<file path="src/sv/ip_prefix_predecessor_table_macros.svh">
// assertion helpers for the top-level rtl file
`ifndef IP_PREFIX_PREDECESSOR_TABLE_MACROS_SVH
`define IP_PREFIX_PREDECESSOR_TABLE_MACROS_SVH

// same-cycle implication, off during reset
`define IPPT_ASSERT_IMP(lbl, ante, cons, msg) \
	lbl: assert property (@(posedge clk) disable iff (!arst_n) (ante) |-> (cons)) \
		else $error(msg);

// next-cycle implication, off during reset
`define IPPT_ASSERT_NEXT(lbl, ante, cons, msg) \
	lbl: assert property (@(posedge clk) disable iff (!arst_n) (ante) |=> (cons)) \
		else $error(msg);

`endif

</file>
<file path="src/sv/ippt_pkg.sv">
`timescale 1ns / 1ps
package ippt_pkg;

	localparam int V4_ENTRIES  = 64;
	localparam int V6_ENTRIES  = 64;
	localparam int HANDLE_BITS = 16;

	localparam int TOTAL_CELLS = V4_ENTRIES + V6_ENTRIES;
	localparam int KEY_W       = 64;
	localparam int V4_KEY_W    = 32;
	localparam int MASK_W      = 8;
	localparam int FILL4_W     = $clog2(V4_ENTRIES + 1);
	localparam int FILL6_W     = $clog2(V6_ENTRIES + 1);
	localparam int COUNT_W     = 7;
	localparam int OUT_HANDLE_W = 16;

	localparam logic [MASK_W-1:0] V4_MASK_LO = 8'd8;
	localparam logic [MASK_W-1:0] V4_MASK_HI = 8'd32;
	localparam logic [MASK_W-1:0] V6_MASK_LO = 8'd16;
	localparam logic [MASK_W-1:0] V6_MASK_HI = 8'd64;

	typedef enum logic [1:0] {
		REQ_INSERT = 2'd0,
		REQ_DELETE = 2'd1,
		REQ_FIND   = 2'd2,
		REQ_CLEAR  = 2'd3
	} req_t;

	typedef enum logic [2:0] {
		ST_OK   = 3'd0,
		ST_ZERO = 3'd1,
		ST_MASK = 3'd2,
		ST_DUP  = 3'd3,
		ST_FULL = 3'd4,
		ST_MISS = 3'd5
	} status_t;

	typedef enum logic [1:0] {
		OP_HOLD  = 2'd0,
		OP_NEW   = 2'd1,
		OP_LEFT  = 2'd2,
		OP_RIGHT = 2'd3
	} cell_op_t;

	typedef struct packed {
		logic [KEY_W-1:0]       key;
		logic [MASK_W-1:0]      mask;
		logic [HANDLE_BITS-1:0] handle;
	} entry_t;

	typedef struct packed {
		logic le;
		logic eq;
	} cell_flags_t;

endpackage

</file>
<file path="src/sv/ippt_match.sv">
`timescale 1ns / 1ps
module ippt_match import ippt_pkg::*; (
	input  entry_t           cand,
	input  logic [KEY_W-1:0] addr,
	input  logic             v6,
	output logic             hit
);

	logic [MASK_W-1:0] lo;
	logic [MASK_W-1:0] hi;
	logic [MASK_W-1:0] shamt;
	logic [KEY_W-1:0]  mk_full;
	logic [KEY_W-1:0]  mk;
	logic              in_range;

	always_comb begin
		lo       = v6 ? V6_MASK_LO : V4_MASK_LO;
		hi       = v6 ? V6_MASK_HI : V4_MASK_HI;
		in_range = (cand.mask >= lo) && (cand.mask <= hi);
		// only meaningful when in range, so the shift stays below the key width
		shamt    = MASK_W'(KEY_W) - cand.mask;
		mk_full  = {KEY_W{1'b1}} << shamt;
		mk       = v6 ? mk_full : (mk_full >> V4_KEY_W);
		hit      = in_range && (cand.key != '0) && (((addr ^ cand.key) & mk) == '0);
	end

endmodule

</file>
<file path="config.mk">
export PLATFORM = sky130hd
export DESIGN_NAME = ippt_match
export DESIGN_NICKNAME = d
export VERILOG_FILES = /design/src/sv/ip_prefix_predecessor_table_macros.svh /design/src/sv/ippt_pkg.sv /design/src/sv/ippt_match.sv
export SDC_FILE = /design/constraint.sdc
export NUM_CORES = 1
export LEC_CHECK = 0
export ABC_CLOCK_PERIOD_IN_PS = 8300
export BUFFER_PORTS_ARGS = -buffer_cell sky130_fd_sc_hd__buf_2
export CORE_MARGIN = 10
export CORE_UTILIZATION = 35
export DETAILED_ROUTE_END_ITERATION = 6
export PLACE_DENSITY = 0.66
export SYNTH_ARGS = -nofsm -noshare
export SYNTH_HDL_FRONTEND = slang
export SYNTH_SLANG_ARGS = --single-unit
export TNS_END_PERCENT = 100
</file>
<file path="constraint.sdc">
create_clock -name vclk -period 8.3
set_input_delay 1.66 -clock vclk [all_inputs]
set_output_delay 1.66 -clock vclk [all_outputs]
set_load 0.02 [all_outputs]
</file>
==> impl_metrics.toml <==
[final_layout]
layout.nets = 684
design.seq.count = 0
clkbuf_count = 0
antenna_cells = 0
regArea_um2 = 0
final-instance-count-excl-fill = 623
drive_above_1_share_pct = 29.4
area_delta_synth_final_pct = 26.9
final_core_util_pct = 46.2

[routing]
drt_iter0_drc = 554
vias_per_cell = 6.16
postRouteAntennaNets = 0
wl_mm = 13.6
vias = 3835
wire_per_inst_um = 21.9
drc = 0
firstDrtPassIters = 5

[power_and_ir_drop]
ir_drop_mv = 0.0230
p_int_w = 0.0000842
pwr-share-seq_pct = 0
power_frac_clock_pct = 0
swShare_pct = 61.1
power.share.combinational_pct = 100.0
leakagePower_nw = 1.35
power.switching_w = 0.000132
cellPowerDensity_nw_per_um2 = 64.0

[synth]
synthCells = 405
synth.distinct_cells = 67
synth_simple_gate_area_share_pct = 32.3
yosysSeqAreaShare_pct = 0
synth.mux.area_fraction_pct = 0
yosys_warnings = 0
post_synth_fa_ha_maj_area_fraction_pct = 3.09
synth_nets = 563
syn_area_per_cell_um2 = 6.59
synth_xor_area_share_pct = 23.3
netlist_area_um2 = 2670
synth_top_family_by_area = "compound AO/OA/AOI/OAI gates"
synth_compound_area_share_pct = 35.6

[floorplanning]
core_area_um2 = 7330
die_area_um2 = 11500
rows = 31
io_pins = 154
die_width_um = 107
fp.dieH_um = 107
start_util_pct = 36.4

[setup_path]
arrival_ns = 5.30
path_max_fanout = 17
cp-end-kind = "primary output"
required_ns = 6.64
critPathLaunchType = "primary input"
worstSetupPathType = "in2out"

[sta]
slew_violations = 0
final.period_utilization_pct = 83.9
relSlewSlack_pct = 27.9
worst_pin_slew_ns = 1.07
hold_viol_final = 0
finalSetupViolCount = 0
max_freq_ghz = 0.144
tns_ns = 0
finalCriticalPeriod_ns = 6.96
rsz0062_at_grt = "false"

[placement]
place_inst = 623
portBuffers = 138
gp_congestion = 0.964
dp.final_hpwl_mm = 11.5

[global_routing]
overflow = 0
track_usage_pct = 21.6
antenna_found_initial = 0
grt_pass1_wl_mm = 20.4
grt_pass1_vias = 3902
grt_max_degree = 20

[worst_hold_path]
hp-class = "in2out"

[run_status]
status = "finished clean"

[cts]
postCtsResizedCells = 0
ctsHoldBuffers = 0
post_cts.repair.setup_buffers = 0

[flow_run]
drv_cap = 0
-- cells by family (layout without fill, tap and decap cells) --
| family | count (synthesis) | in the layout |
|---|---|---|
| and+or+nand+nor | 161 | 161 |
| AOI/OAI and AO/OA | 134 | 134 |
| xor gates and xnor gates | 71 | 71 |
| buffers and inverters | 32 | 151 |
| adders and majority gates | 7 | 7 |
-- cells in the mapped netlist, drive strengths merged, types with 6 or more instances --
master / number / area, µm²
nand2: 29 / 111
nand3: 14 / 70.1
buf: 13 / 80.1
o211ai: 8 / 60.1
o22ai: 7 / 43.8
o21ai: 24 / 131
xor2: 39 / 342
clkbuf: 8 / 31.3
nor2: 30 / 113
inv: 10 / 37.5
nor2b: 6 / 37.5
o31ai: 6 / 45.0
a21oi: 30 / 150
nand4: 15 / 93.8
a31oi: 7 / 43.8
nor4: 22 / 153
xnor2: 32 / 280
nor3: 21 / 105
-- worst max-delay path: stages --
cell,delay (ns)
buf_2,0.25
inv_1,0.12
ha_1,0.42
o21bai_1,0.31
a21boi_0,0.73
a2bb2oi_1,0.31
nand2b_1,0.15
a31oi_1,0.08
nor4_1,0.43
nand4_1,0.24
a2111oi_2,0.37
buf_2,0.24
-- power groups by stage --
stage	sequential (W)	combinational, W	clock (W)
6_report	0	0.000217	0
5_1_grt	0	0.000233	0
4_1_cts	0	0.000211	0
3_5_place_dp	0	0.000209	0
3_3_place_gp	0	0.000209	0
2_1_floorplan	0	0.000127	0
-- cells in the final DEF, fill, tap and decap left out, types with 5 or more instances in the layout --
master    Yosys  routed
a211oi_1      5       5
xnor2_1      32      32
o211ai_1      8       8
ha_1          5       5
buf_2        10     138
inv_1        10      10
a21oi_1      30      30
nand2b_1      5       5
nor4_1       21      21
nor2b_1       6       6
nand2_1      28      28
xor2_1       39      39
nor3_1       21      21
o21ai_0      22      22
nand3_1      14      14
a31oi_1       7       7
o22ai_1       7       7
nand4_1      15      15
nor2_1       30      30
o31ai_1       6       6
-- routing by layer --
layer  share of wire [%]  GRT usage, %  up-vias
li1                    -             -     1810
met1                  41          27.7     1733
met2                  45          35.6      266
met3                  11          4.79       26
met4                 2.4          5.13        0
met5                   0             0        -
-- per-stage QoR --
stage	power, W	area [µm²]	hold WS, ns	setup slack, ns
detailed placement	0.000209	3390	3.98	1.50
CTS	0.000211	3390	3.99	1.48
global route	0.000233	3390	4.06	1.06
finish	0.000217	3390	3.99	1.34
global placement	0.000209	3390	3.98	1.48
floorplan	0.000127	2670	3.67	2.32
-- worst paths after layout --
check / end / slack (ns) / from / depth (start not counted)
worst max-delay path: hit / 1.34 / cand[16] / 12
worst min-delay path: hit / 3.99 / addr[0] / 7
-- area by class of cell --
| type | count | area [µm²] |
|---|---|---|
| well taps | 99 | 124 |
| multi-input cells | 373 | 2520 |
| inverters | 11 | 41.3 |
| repair buffers | 140 | 706 |
| fillers | 814 | 3940 |
(Power assumes the default switching activity.)
