===== config.mk =====
export PLATFORM = sky130hd
export DESIGN_NAME = ippt_cell
export DESIGN_NICKNAME = d
export VERILOG_FILES = /design/src/sv/ip_prefix_predecessor_table_macros.svh /design/src/sv/ippt_pkg.sv /design/src/sv/ippt_cell.sv
export SDC_FILE = /design/constraint.sdc
export NUM_CORES = 1
export LEC_CHECK = 0
export BUFFER_PORTS_ARGS = -buffer_cell sky130_fd_sc_hd__buf_2
export CAP_MARGIN = 20
export CORE_AREA = 2 2 165 167
export CTS_BUF_LIST = sky130_fd_sc_hd__clkbuf_16
export DETAILED_ROUTE_END_ITERATION = 7
export DIE_AREA = 0 0 167 169
export GPL_TIMING_DRIVEN = 0
export PLACE_DENSITY = 0.53
export SLEW_MARGIN = 10
export SYNTH_ARGS = -nofsm -noshare
export SYNTH_HDL_FRONTEND = slang
export SYNTH_SLANG_ARGS = --single-unit

===== constraint.sdc =====
create_clock -name clk -period 3.5 [get_ports clk]
set_input_delay 0.7 -clock clk [delete_from_list [all_inputs] [get_ports clk]]
set_output_delay 0.7 -clock clk [all_outputs]
set_load 0.005 [all_outputs]

===== src/sv/ip_prefix_predecessor_table_macros.svh =====
// assertion helpers for the top-level rtl file
`ifndef IP_PREFIX_PREDECESSOR_TABLE_MACROS_SVH
`define IP_PREFIX_PREDECESSOR_TABLE_MACROS_SVH

// same-cycle implication, off during reset
`define IPPT_ASSERT_IMP(lbl, ante, cons, msg) \
	lbl: assert property (@(posedge clk) disable iff (!arst_n) (ante) |-> (cons)) \
		else $error(msg);

// next-cycle implication, off during reset
`define IPPT_ASSERT_NEXT(lbl, ante, cons, msg) \
	lbl: assert property (@(posedge clk) disable iff (!arst_n) (ante) |=> (cons)) \
		else $error(msg);

`endif


===== src/sv/ippt_pkg.sv =====
`timescale 1ns / 1ps
package ippt_pkg;

	localparam int V4_ENTRIES  = 64;
	localparam int V6_ENTRIES  = 64;
	localparam int HANDLE_BITS = 16;

	localparam int TOTAL_CELLS = V4_ENTRIES + V6_ENTRIES;
	localparam int KEY_W       = 64;
	localparam int V4_KEY_W    = 32;
	localparam int MASK_W      = 8;
	localparam int FILL4_W     = $clog2(V4_ENTRIES + 1);
	localparam int FILL6_W     = $clog2(V6_ENTRIES + 1);
	localparam int COUNT_W     = 7;
	localparam int OUT_HANDLE_W = 16;

	localparam logic [MASK_W-1:0] V4_MASK_LO = 8'd8;
	localparam logic [MASK_W-1:0] V4_MASK_HI = 8'd32;
	localparam logic [MASK_W-1:0] V6_MASK_LO = 8'd16;
	localparam logic [MASK_W-1:0] V6_MASK_HI = 8'd64;

	typedef enum logic [1:0] {
		REQ_INSERT = 2'd0,
		REQ_DELETE = 2'd1,
		REQ_FIND   = 2'd2,
		REQ_CLEAR  = 2'd3
	} req_t;

	typedef enum logic [2:0] {
		ST_OK   = 3'd0,
		ST_ZERO = 3'd1,
		ST_MASK = 3'd2,
		ST_DUP  = 3'd3,
		ST_FULL = 3'd4,
		ST_MISS = 3'd5
	} status_t;

	typedef enum logic [1:0] {
		OP_HOLD  = 2'd0,
		OP_NEW   = 2'd1,
		OP_LEFT  = 2'd2,
		OP_RIGHT = 2'd3
	} cell_op_t;

	typedef struct packed {
		logic [KEY_W-1:0]       key;
		logic [MASK_W-1:0]      mask;
		logic [HANDLE_BITS-1:0] handle;
	} entry_t;

	typedef struct packed {
		logic le;
		logic eq;
	} cell_flags_t;

endpackage


===== src/sv/ippt_cell.sv =====
`timescale 1ns / 1ps
module ippt_cell import ippt_pkg::*; (
	input  logic             clk,
	input  cell_op_t         op,
	input  entry_t           new_entry,
	input  entry_t           left_entry,
	input  entry_t           right_entry,
	input  logic [KEY_W-1:0] cmp_key,
	input  logic             valid,
	output entry_t           entry,
	output cell_flags_t      flags
);

	entry_t entry_q;

	always_ff @(posedge clk) begin
		unique case (op)
			OP_HOLD:  entry_q <= entry_q;
			OP_NEW:   entry_q <= new_entry;
			OP_LEFT:  entry_q <= left_entry;
			OP_RIGHT: entry_q <= right_entry;
		endcase
	end

	assign entry    = entry_q;
	assign flags.le = valid && (entry_q.key <= cmp_key);
	assign flags.eq = valid && (entry_q.key == cmp_key);

endmodule


==> flow_results.org <==
** Clock network
- H-tree lvl count :: 3
- For this design, the sink count on the clock tree is 88.
- After clock tree synthesis, the clock-pin slew on the worst setup and hold paths is 0.07 ns.
- Clock tree from TritonCTS :: done
- Clock buffer count from CTS :: 9
- Hold repair after CTS inserted 0 buffers.
- The longest clock path from root to sink contains 2 buffers.
- The cell sitting at the root of the clock tree is a clkbuf_16.

** Critical path
- Worst setup path category :: in -> out
- The worst setup path is captured at a primary output.
- Chain of cells forming the critical path :: buf_2 -> inv_1 -> ha_1 -> nand4_1 -> nor4_4 -> nand4_1 -> buf_4 -> nor4_4 -> o21bai_1 -> buf_2
- Required time of the critical path :: 2.80 ns
- Delay of the slowest cell on the worst path :: 0.44 ns
- The largest individual stage delay along the critical path comes from the cell nor4_4.
- Among cell families on the critical path, the largest total delay comes from simple AND/OR/NAND/NOR gates.
- Worst Path Arrival :: 2.61 ns
- Launching element type of the critical path :: input port
- Crit Path Max Fanout :: 3
- Number of buffers and inverters on the critical path :: 4

** Placement
- Once detailed placement completed, the half-perimeter wirelength came to 19300 um.
- At the end of routability-driven placement, the weighted congestion stood at 0.858.
- Pre-CTS setup slack :: -0.120 ns
- Port buffer count :: 419

** Global route
- Initial antenna violation count :: 2
- The number of global-route vias before repair was 6093.
- Congestion Overflow GR :: 0
- Entering global routing, the biggest net connects 53 pins.
- The first global-routing pass estimated 33500 um of wire.
- Global router's overall resource usage :: 15.5%

** Timing
- In this run the tightest slew margin relative to its limit is 39.1%.
- For the pin with the worst max-slew slack, the measured transition is 0.913 ns.
- Count of pins over their slew limit :: 0
- Setup repair after global routing left no endpoint under its margin.
- Portion of the clock cycle consumed by the worst path in the final layout :: 94.6%
- Achievable Freq :: 302 MHz
- Final setup fails :: 0
- On the final layout, the worst hold slack is 0.671 ns.
- The final hold violation count came to 0.
- Min setup slack post-route :: 0.189 ns
- Min Tclk post-route :: 3.31 ns

** Floorplan
- The total area inside the core boundary comes to 0.0265 sq mm.
- Die width :: 167 um
- The die is 169 um tall.
- The floorplan has 60 rows.
- Starting Density :: 23.0%
- Pin placement for this block handled 422 I/O pins.
- The floorplan step defined a die boundary enclosing 0.0282 sq mm.

** Cells and area
- Summing all multi-input logic gate instances after layout gives 0.00308 sq mm.
- # nets final :: 1439
- Of the cells placed in the final design, the portion with a size suffix greater than 1 is 43.1%.
- Layout filler cell count :: 2823
- Compared with the post-synthesis result, the final layout area differs by 47.1%.
- Max reg flops :: 88
- Registers take 0.00264 sq mm.

** Detailed routing
- Routed wire length :: 22800 um
- Antenna violation net count after detailed routing :: 0
- Count of TritonRoute iterations in the first routing pass :: 6
- Vias post-DR :: 6024
- In the routed layout, each cell is associated on average with a via count of 4.33.
- Post-route DRC violation count :: 0
- Starting DRC count in detailed routing :: 245
- Routed wire length per instance :: 16.4 um

** Synthesis
- Flop and latch count out of synthesis :: 88
- Summed over its instances, the top area cell type makes up 43.4% of the synthesized netlist area.
- Cells after Synth :: 611
- Yosys cell types :: 34
- Part of the Yosys area used for sequential elements :: 43.4%
- In this run the cell area of the synthesized design comes to 0.00609 sq mm.
- When the netlist entered floorplanning its net count stood at 1007.
- edfxtp_1 takes more of the synthesized area than any other cell.
- Warning count from the yosys run :: 0
- After synthesis, the cell types taking the most area are edfxtp_1 43%, mux2i_1 14%, ha_1 13%.
- In this run the mean area of a mapped cell was 9.97 sq um.

** Min path
- Worst Hold Class :: in -> reg
- Worst min-delay path endpoint :: entry[64]
- The worst hold path passes through 3 cells.
- Hold path startpoint :: new_entry[64]

** Power and ir drop
- Total power of the final layout :: 0.00323 W
- PD cells :: 361 mW/mm^2
- Worst vdd rail ir drop :: 0.000224 V
- In this run the static leakage power is 4.66 nW.

** Job
- Total of max-cap violations :: 0

** Outcome
- Outcome :: complete, no violations
[how the worst max path moves through the flow]
stage                      startpoint         to  slack [ns]  cells after the start
after floorplan                 op[0]   entry[0]        0.48                      4
after global placement          op[0]  entry[38]       -0.85                      4
after detailed placement  cmp_key[63]   flags[1]       -0.12                      9
after CTS                   entry[87]   flags[1]        0.12                      8
after global routing      cmp_key[58]   flags[1]        0.01                     10
final                     cmp_key[58]   flags[1]        0.19                     10
[tightest hold or removal path: stages]
cell	delay, ns
buf_2	0.07
nor2_1	0.03
a21oi_1	0.10
[final cells by class]
type | instances | share of cell area [%]
Antenna cell | 1 | 0.0279
Buffer | 30 | 1.37
Clock buffer | 9 | 2.52
Clock inverter | 7 | 0.782
Inverter | 68 | 2.85
Multi-Input combinational cell | 425 | 34.4
Sequential cell | 88 | 29.5
Tap cell | 341 | 4.76
Timing Repair Buffer | 421 | 23.8
[power breakdown]
part | leakage, nW | internal [W] | switching (W)
Combinational | 3.63 | 0.000420 | 0.000438
Sequential | 0.886 | 0.00131 | 0.0000654
Clock | 0.148 | 0.000556 | 0.000446
Total | 4.66 | 0.00228 | 0.000949
[per-layer routing]
layer	wire [um]	track usage, %	vias up	share of wire, %
met4	364	4.31	0	1.6
met3	1460	3.67	22	6.4
met2	11600	27.9	229	51
met5	0	0	-	0
li1	-	-	3071	-
met1	9420	18.4	2702	41
[cell usage in the layout (no fill, tap or decap), drive strengths merged, types with 2 or more instances in the layout]
master,netlist,layout
o221ai,2,2
o21a,4,4
clkbuf,19,28
buf,11,432
edfxtp,88,88
nand2,13,13
nand3,7,7
o21ai,2,2
nor3,3,3
a21o,6,6
clkinv,0,4
inv,68,70
a211oi,3,3
nor4,3,3
ha,64,64
a21oi,113,113
nor2,91,91
nand4,13,13
mux2i,88,88
o31ai,2,2
[timing repair]
item / 4_1_cts / 5_1_grt
buffers inserted: 1 / 0
pin swaps: 1 / 1
setup endpoints to repair: 1 / 1
resized for setup: 1 / 0
hold endpoints to repair: 0 / 0
[through the flow]
step                      util, %  instances  TNS, ns  cell area (sq um)
after global routing         33.8       1390        0               8950
after global placement       32.5       1371   -73.81               8610
after detailed placement     32.6       1372   -0.120               8640
after CTS                    33.8       1389        0               8950
after floorplan                 -        611        0               6090
final                        33.8       1390        0               8950
[cells by family (layout without fill, tap and decap cells)]
family	count (synthesis)	in the layout	synth area share (%)
other	0	1	0
muxes	88	88	14.5
AOI/OAI and AO/OA	139	139	12.5
and+or+nand+nor	134	134	10.3
DFF	88	88	43.4
buffers and inverters	98	535	6.21
adders and majority gates	64	64	13.1
[cell usage after synthesis (all sizes together)]
cell type,number
edfxtp,88
nor2b,1
nand2,13
a41oi,1
a221o,1
a21o,6
a211oi,3
o22ai,1
a21boi,1
o21a,4
nand4,13
a21oi,113
inv,68
or2,1
nand3,7
o221ai,2
o31ai,2
nor3,3
clkbuf,19
nor2,91
buf,11
mux2i,88
a211o,1
o2111ai,1
o21bai,1
o21ai,2
nor4,3
ha,64
and3,1
or3,1
No activity file was read; power rests on OpenSTA's default activity.
